File: config.mk
export PLATFORM = sky130hd
export DESIGN_NAME = qes_ctrl
export DESIGN_NICKNAME = d
export VERILOG_FILES = /design/src/hw/rtl/qes_pkg.sv /design/src/hw/rtl/qes_ctrl.sv
export SDC_FILE = /design/constraint.sdc
export NUM_CORES = 1
export LEC_CHECK = 0
export BUFFER_PORTS_ARGS = -buffer_cell sky130_fd_sc_hd__buf_4
export CELL_PAD_IN_SITES_DETAIL_PLACEMENT = 2
export CELL_PAD_IN_SITES_GLOBAL_PLACEMENT = 2
export CORE_UTILIZATION = 34
export CTS_CLUSTER_DIAMETER = 80
export DETAILED_ROUTE_END_ITERATION = 8
export GPL_TIMING_DRIVEN = 0
export PLACE_DENSITY = 0.86
export SLEW_MARGIN = 10
export SYNTH_ARGS = -nofsm -noshare
export SYNTH_HDL_FRONTEND = slang
export SYNTH_SLANG_ARGS = --single-unit
File: constraint.sdc
create_clock -name clock -period 4.14 [get_ports clock]
set_clock_uncertainty 0.1 [all_clocks]
set_input_delay 0.621 -clock clock [delete_from_list [all_inputs] [get_ports clock]]
set_output_delay 0.621 -clock clock [all_outputs]
set_load 0.05 [all_outputs]
File: src/hw/rtl/qes_pkg.sv
// Shared types and constants of the element stiffness block.
// Used by the controller, the datapath and the top level.
package qes_pkg;

   localparam int REQ_DATA_W = 256;
   localparam int RSP_DATA_W = 56;
   localparam int CSR_IDX_W  = 3;
   localparam int CSR_DATA_W = 32;
   localparam int ENT_W      = 6;

   // per-entry sequencer lengths and the last entry index
   localparam int MUL_DRAIN  = 4;
   localparam int TMUL_DRAIN = 3;
   localparam int DIG_STEPS  = 13;
   localparam int ENT_LAST   = 63;

   localparam logic signed [31:0] D_XX_RST  = 32'sd72019;
   localparam logic signed [31:0] D_XY_RST  = 32'sd21606;
   localparam logic signed [31:0] D_XS_RST  = 32'sd0;
   localparam logic signed [31:0] D_YY_RST  = 32'sd72019;
   localparam logic signed [31:0] D_YS_RST  = 32'sd0;
   localparam logic signed [31:0] D_SS_RST  = 32'sd25206;
   localparam logic [31:0]        THICK_RST = 32'd65536;

   typedef enum logic [2:0] {
      CSR_D_XX      = 3'd0,
      CSR_D_XY      = 3'd1,
      CSR_D_XS      = 3'd2,
      CSR_D_YY      = 3'd3,
      CSR_D_YS      = 3'd4,
      CSR_D_SS      = 3'd5,
      CSR_THICKNESS = 3'd6
   } csr_index_type;

   typedef enum logic [2:0] {
      MUL_BA_LO = 3'd0,
      MUL_BA_HI = 3'd1,
      MUL_AB_LO = 3'd2,
      MUL_AB_HI = 3'd3,
      MUL_M0    = 3'd4,
      MUL_M1    = 3'd5,
      MUL_M2    = 3'd6
   } mul_sel_type;

   typedef struct packed {
      logic              load;
      logic              span;
      logic              sub;
      logic              div_start;
      logic              div_step;
      logic              div_save;
      logic              div_sel;
      logic              ent_init;
      logic              mul_issue;
      mul_sel_type       mul_sel;
      logic              take_abs;
      logic              round;
      logic              dig_step;
      logic              emit;
      logic [ENT_W-1:0]  ent_idx;
   } cmd_type;

   typedef struct packed {
      logic degen;
      logic out_full;
   } status_type;

endpackage

File: src/hw/rtl/qes_ctrl.sv
// Sequencer of the element stiffness block: issues datapath commands per phase.
// Depends on qes_pkg.
module qes_ctrl #(
   parameter int FRAC_BITS = 16
) (
   input  logic                 clock,
   input  logic                 reset,
   input  logic                 req_tvalid,
   output logic                 req_tready,
   input  qes_pkg::status_type  status,
   output qes_pkg::cmd_type     cmd
);

   localparam int DIV_STEPS = 33 + FRAC_BITS;
   localparam int STEP_W    = $clog2(DIV_STEPS);

   typedef enum logic [3:0] {
      S_IDLE, S_SPAN, S_SUB, S_DSTART, S_DIV, S_DSAVE,
      S_EINIT, S_EMUL, S_EABS, S_ETMUL, S_ERND, S_EDIG, S_EEMIT
   } state_type;

   state_type                  state_ff;
   logic [STEP_W-1:0]          step_ff;
   logic [qes_pkg::ENT_W-1:0]  ent_ff;
   logic                       dsel_ff;

   assign req_tready = (state_ff == S_IDLE);

   always_comb begin
      cmd         = '0;
      cmd.mul_sel = qes_pkg::MUL_BA_LO;
      cmd.ent_idx = ent_ff;
      cmd.div_sel = dsel_ff;
      case (state_ff)
         S_IDLE:   cmd.load      = req_tvalid;
         S_SPAN:   cmd.span      = 1'b1;
         S_SUB:    cmd.sub       = 1'b1;
         S_DSTART: cmd.div_start = !status.degen;
         S_DIV:    cmd.div_step  = 1'b1;
         S_DSAVE:  cmd.div_save  = 1'b1;
         S_EINIT:  cmd.ent_init  = 1'b1;
         S_EMUL: begin
            cmd.mul_issue = (step_ff != STEP_W'(qes_pkg::MUL_DRAIN));
            case (step_ff[1:0])
               2'd0:    cmd.mul_sel = qes_pkg::MUL_BA_LO;
               2'd1:    cmd.mul_sel = qes_pkg::MUL_BA_HI;
               2'd2:    cmd.mul_sel = qes_pkg::MUL_AB_LO;
               default: cmd.mul_sel = qes_pkg::MUL_AB_HI;
            endcase
         end
         S_EABS:   cmd.take_abs  = 1'b1;
         S_ETMUL: begin
            cmd.mul_issue = (step_ff != STEP_W'(qes_pkg::TMUL_DRAIN));
            case (step_ff[1:0])
               2'd0:    cmd.mul_sel = qes_pkg::MUL_M0;
               2'd1:    cmd.mul_sel = qes_pkg::MUL_M1;
               default: cmd.mul_sel = qes_pkg::MUL_M2;
            endcase
         end
         S_ERND:   cmd.round     = 1'b1;
         S_EDIG:   cmd.dig_step  = 1'b1;
         S_EEMIT:  cmd.emit      = !status.out_full;
         default: ;
      endcase
   end

   always_ff @(posedge clock) begin
      if (reset) begin
         state_ff <= S_IDLE;
         step_ff  <= '0;
         ent_ff   <= '0;
         dsel_ff  <= 1'b0;
      end else begin
         case (state_ff)
            S_IDLE: begin
               step_ff <= '0;
               ent_ff  <= '0;
               dsel_ff <= 1'b0;
               if (req_tvalid) begin
                  state_ff <= S_SPAN;
               end
            end
            S_SPAN: state_ff <= S_SUB;
            S_SUB:  state_ff <= S_DSTART;
            S_DSTART: begin
               step_ff <= '0;
               // zero-size element: skip ratios and arithmetic, emit zeros
               if (status.degen) begin
                  state_ff <= S_EEMIT;
               end else begin
                  state_ff <= S_DIV;
               end
            end
            S_DIV: begin
               if (step_ff == STEP_W'(DIV_STEPS - 1)) begin
                  step_ff  <= '0;
                  state_ff <= S_DSAVE;
               end else begin
                  step_ff <= step_ff + 1'b1;
               end
            end
            S_DSAVE: begin
               if (!dsel_ff) begin
                  dsel_ff  <= 1'b1;
                  state_ff <= S_DSTART;
               end else begin
                  state_ff <= S_EINIT;
               end
            end
            S_EINIT: begin
               step_ff  <= '0;
               state_ff <= S_EMUL;
            end
            S_EMUL: begin
               if (step_ff == STEP_W'(qes_pkg::MUL_DRAIN)) begin
                  step_ff  <= '0;
                  state_ff <= S_EABS;
               end else begin
                  step_ff <= step_ff + 1'b1;
               end
            end
            S_EABS: state_ff <= S_ETMUL;
            S_ETMUL: begin
               if (step_ff == STEP_W'(qes_pkg::TMUL_DRAIN)) begin
                  step_ff  <= '0;
                  state_ff <= S_ERND;
               end else begin
                  step_ff <= step_ff + 1'b1;
               end
            end
            S_ERND: state_ff <= S_EDIG;
            S_EDIG: begin
               if (step_ff == STEP_W'(qes_pkg::DIG_STEPS - 1)) begin
                  step_ff  <= '0;
                  state_ff <= S_EEMIT;
               end else begin
                  step_ff <= step_ff + 1'b1;
               end
            end
            S_EEMIT: begin
               // hold until the output word has been taken
               if (!status.out_full) begin
                  if (ent_ff == qes_pkg::ENT_W'(qes_pkg::ENT_LAST)) begin
                     state_ff <= S_IDLE;
                  end else begin
                     ent_ff <= ent_ff + 1'b1;
                     if (status.degen) begin
                        state_ff <= S_EEMIT;
                     end else begin
                        state_ff <= S_EINIT;
                     end
                  end
               end
            end
            default: state_ff <= S_IDLE;
         endcase
      end
   end

endmodule

# Word-level counts from Yosys, hierarchy flattened
# Cells that the tools add are included.
totals:
  ff_bits: 17
  input_bits: 5
  output_inout_bits: 23
  word_cells: 78
op_classes:
  add_sub_neg: 2
  eq_ne: 28
  n_mux: 34
  n_reduce_logical: 10
op_table:
  columns: ["cell", "n"]
  rows:
  - ["4-bit one-hot mux with 13 select lines", 1]
  - ["4-bit 2-to-1 mux", 9]
  - ["6-bit 2-to-1 mux", 6]
  - ["6-bit one-hot mux with 5 select lines", 1]
  - ["4-bit == test, second input constant", 5]
  - ["4-bit by 3-bit == test with 1-bit output, second input constant", 4]
  - ["2-bit inequality test, second input constant", 7]
  - ["6-bit by 1-bit adder with 6-bit output, second input constant", 2]
  - ["6-bit == test, second input constant", 2]
  - ["6-bit one-hot mux with 2 select lines", 1]
  - ["1-bit 2-to-1 mux", 11]
  - ["4-bit by 2-bit == test with 1-bit output, second input constant", 2]
  - ["4-bit one-hot mux with 2 select lines", 1]
  - ["6-bit by 2-bit == test with 1-bit output, second input constant", 1]
  - ["6-bit by 3-bit == test with 1-bit output, second input constant", 1]
  - ["6-bit by 4-bit == test with 1-bit output, second input constant", 1]
  - ["6-bit by 2-bit inequality test with 1-bit output, second input constant", 1]
  - ["6-bit by 3-bit inequality test with 1-bit output, second input constant", 1]
  - ["2-bit one-hot mux with 3 select lines", 1]
  - ["6-bit AND reduction", 1]
  - ["5-bit nonzero test", 1]
  - ["4-bit by 1-bit == test with 1-bit output, second input constant", 1]
  - ["4-bit logical NOT", 1]
  - ["2-bit one-hot mux with 2 select lines", 1]
  - ["other kinds (9)", 11]

# Longest topological paths before layout
logic_depth:
  ltp_word: 4
  ltp_mapped: 7
  mapped_depth_nobuf: 6

# Least setup slack after synthesis
# Ideal clock, no wire load.
synth_timing:
  path_type: "reg2out"
  start: "reg step_ff[0]"
  end: "out cmd[11] (netlist bit)"
  arrival_time_ns: 2.078
  required_time_ns: 3.419
  setup_slack_ns: 1.341
  path_stages_with_launch: 4
  path_buffers: 0
  path_cell_list: "dfxtp_1 inv_1 ha_1 o32ai_1"
synth_lines:
  columns: ["element", "line", "text"]
  rows:
  - ["from (decl)", "qes_ctrl.sv:23", "logic [STEP_W-1:0] step_ff;"]
  - ["from (signal assigned)", "qes_ctrl.sv:99", "step_ff <= step_ff + 1'b1;"]
  - ["from (signal assigned)", "qes_ctrl.sv:119", "step_ff <= step_ff + 1'b1;"]
  - ["from (signal assigned)", "qes_ctrl.sv:128", "step_ff <= step_ff + 1'b1;"]
  - ["to (decl)", "qes_ctrl.sv:11", "output qes_pkg::cmd_type cmd"]

==> flow_metrics.py <==
metrics = {
    "run_status": {
        "status": "finished clean",
    },
    "floorplan": {
        "core-area_sq_mm": 0.00374,
        "dieHeight_um": 65.2,
        "initial_core_util_pct": 36.2,
        "die_area_sq_mm": 0.00425,
        "ios": 28,
        "die_w_um": 65.2,
        "rows": 22,
    },
    "global_route": {
        "grt_pass1_wl_um": 7450,
        "antenna_found_initial": 0,
        "grt_max_degree": 11,
        "grt_usage_pct": 22.7,
        "grt_pass1_vias": 1458,
        "grt-ovfl-total": 0,
    },
    "pwr": {
        "power.leakage_nw": 0.661,
        "powerDensity_mw_per_mm2": 289,
        "ir_drop_uv": 131,
    },
    "clocking": {
        "htreeDepth": 1,
        "cts_buffer_depth": 2,
        "cts_buffers": 3,
        "cts-root-buf": "clkbuf_8",
        "cts_sinks": 17,
        "post-cts-setup-buffer-count": 0,
        "cts.repair.resized": 0,
        "clk_latency_ns": 0.26,
        "cts_tree": "built",
        "path_clk_slew_ns": 0.07,
        "ctsHoldBuffers": 0,
    },
    "setup_path": {
        "path_cells": "buf_6, nand4b_1, a41oi_1, nor2_1, a41oi_1, buf_4",
        "cp-start-kind": "register",
        "crit_slowest_cell": "dfxtp_1",
        "cp_top_family": "flip-flops",
        "crit_arrival_ns": 1.80,
        "end_kind": "output pin",
        "crit_type": "reg2out",
        "path_buf_inv": 2,
        "max_stage_delay_ns": 0.44,
        "crit_top_cell": "a41oi_1",
        "crit_fanout": 10,
        "required_ns": 3.42,
    },
    "sta": {
        "fin_hold_ws_ns": 0.444,
        "setup_viol": 0,
        "period_minus_slack_ns": 2.52,
        "tns_ns": 0,
        "worst_pin_slew_ns": 0.614,
        "rsz0062_at_grt": "false",
        "finalCritPeriodShare_pct": 61.0,
        "drv_slew": 0,
        "slew_headroom_pct": 59.1,
        "max_freq_mhz": 396,
        "hold_viol": 0,
    },
    "synth": {
        "synth.distinct_cells": 48,
        "synth_top_area_share_pct": 25.1,
        "syn_area_sq_mm": 0.00136,
        "ys_seq_area_share_pct": 25.1,
        "synth_common_cells": "nor2_1, dfxtp_1, a21oi_1, nand2b_1",
        "ys_ff_latch": 17,
        "synthArstFlopShare_pct": 0,
        "synth_warnings": 0,
        "synthCells": 164,
        "synthesis.nets": 176,
        "yosys.area.top_type": "dfxtp_1",
        "synthTopCellsByArea": "dfxtp_1, ha_1, nor2_1, xor2_1, a21oi_1",
        "synth_edf_count": 0,
        "synth_most_common_cell": "nor2_1",
        "syn_avg_cell_area_sq_um": 8.27,
        "synth-main-ff-cell": "dfxtp_1",
    },
    "routing": {
        "wl_per_cell_um": 18.3,
        "vias_per_cell": 5.59,
        "drtAntennaViolNets": 0,
        "vias": 1353,
        "wl_um": 4420,
        "dr.first_iter.drc_count": 84,
        "drcViolationCount": 0,
        "drt_first_pass_iters": 4,
    },
    "placement": {
        "hpwlAfterDp_um": 3380,
        "gp_congestion": 0.796,
        "io_buffer_count": 26,
    },
    "cells_and_area": {
        "area_growth_pct": 22.1,
        "multiInputGateArea_sq_um": 937,
        "drive_gt1_share_pct": 28.4,
        "fill_cells": 434,
        "seq_area_sq_um": 340,
        "nNetsFinal": 207,
        "antenna-diode-count": 0,
        "final_util_pct": 44.3,
    },
    "hold_path": {
        "hp-class": "reg2reg",
    },
    "job": {
        "drv_cap": 0,
    },
}
routing by layer:
layer | up-vias | track usage [%] | part of all wire [%]
met5 | - | 0 | 0
met4 | 0 | 6.25 | 1.1
met3 | 4 | 2.26 | 1.7
met2 | 19 | 41.4 | 52
met1 | 668 | 28.0 | 45
li1 | 662 | - | -
cell usage in the layout, fill, tap and decap left out, types with 3 or more instances in the layout:
master    instances
o32ai_1           3
inv_1             6
nor2_1           21
nand2_1           6
a31oi_1           3
and3_1            4
buf_4            29
xor2_1            7
buf_2             3
a21oi_1          11
nand3_1           3
nand4_1           5
nand2b_1          8
ha_1              7
clkbuf_8          3
nor3_2            5
o21ai_0           5
nor3_1            4
nand3b_1          3
dfxtp_1          17
or2_2             3
per-stage QoR:
step	cell area (sq um)	power, mW	instances	worst slack [ns]
after floorplan	1360	0.304	164	1.34
after global placement	1610	0.343	238	1.95
after detailed placement	1610	0.352	238	1.87
after CTS	1660	0.486	242	1.58
after global routing	1660	0.506	242	1.45
final	1660	0.479	242	1.62
report_power, final:
part	switching, mW	leakage (nW)	total [mW]	internal, mW
Sequential	0.0113	0.137	0.180	0.169
Combinational	0.112	0.501	0.168	0.0560
Clock	0.0620	0.0228	0.130	0.0684
flip-flops by register name, indices dropped and copies added (netlist names):
name / flops
step_ff: 6
dsel_ff: 1
state_ff: 4
ent_ff: 6
logic make-up after synthesis:
group / Yosys count / synth area share [%]
flops: 17 / 25.1
fa+ha+maj: 7 / 6.46
mux: 2 / 1.48
compound gates: 39 / 21.8
buf+inv: 15 / 5.81
xor+xnor: 8 / 5.17
simple gates: 76 / 34.2
tightest hold or removal path, cell delays in order, from the launching register on:
cell and delay [ns]:
dfxtp_1 0.35, o21ai_0 0.09, a21oi_1 0.06
path summary, 6_finish.rpt:
kind	startpoint	endpoint	slack, ns	cells past startpoint
worst min-delay path	dsel_ff	dsel_ff	0.44	2
worst max register to register	ent_ff[0]	ent_ff[4]	2.06	6
worst min register to register	dsel_ff	dsel_ff	0.44	2
worst max-delay path	state_ff[0]	cmd[13]	1.62	6
layout make-up:
type,instances,share of cell area (%)
Inverter,6,1.36
Sequential cell,17,20.5
Timing Repair Buffer,26,11.8
Multi-Input combinational cell,132,56.6
Buffer,9,3.40
Tap cell,48,3.63
Clock buffer,4,2.72
No activity file was read; power rests on OpenSTA's default activity.
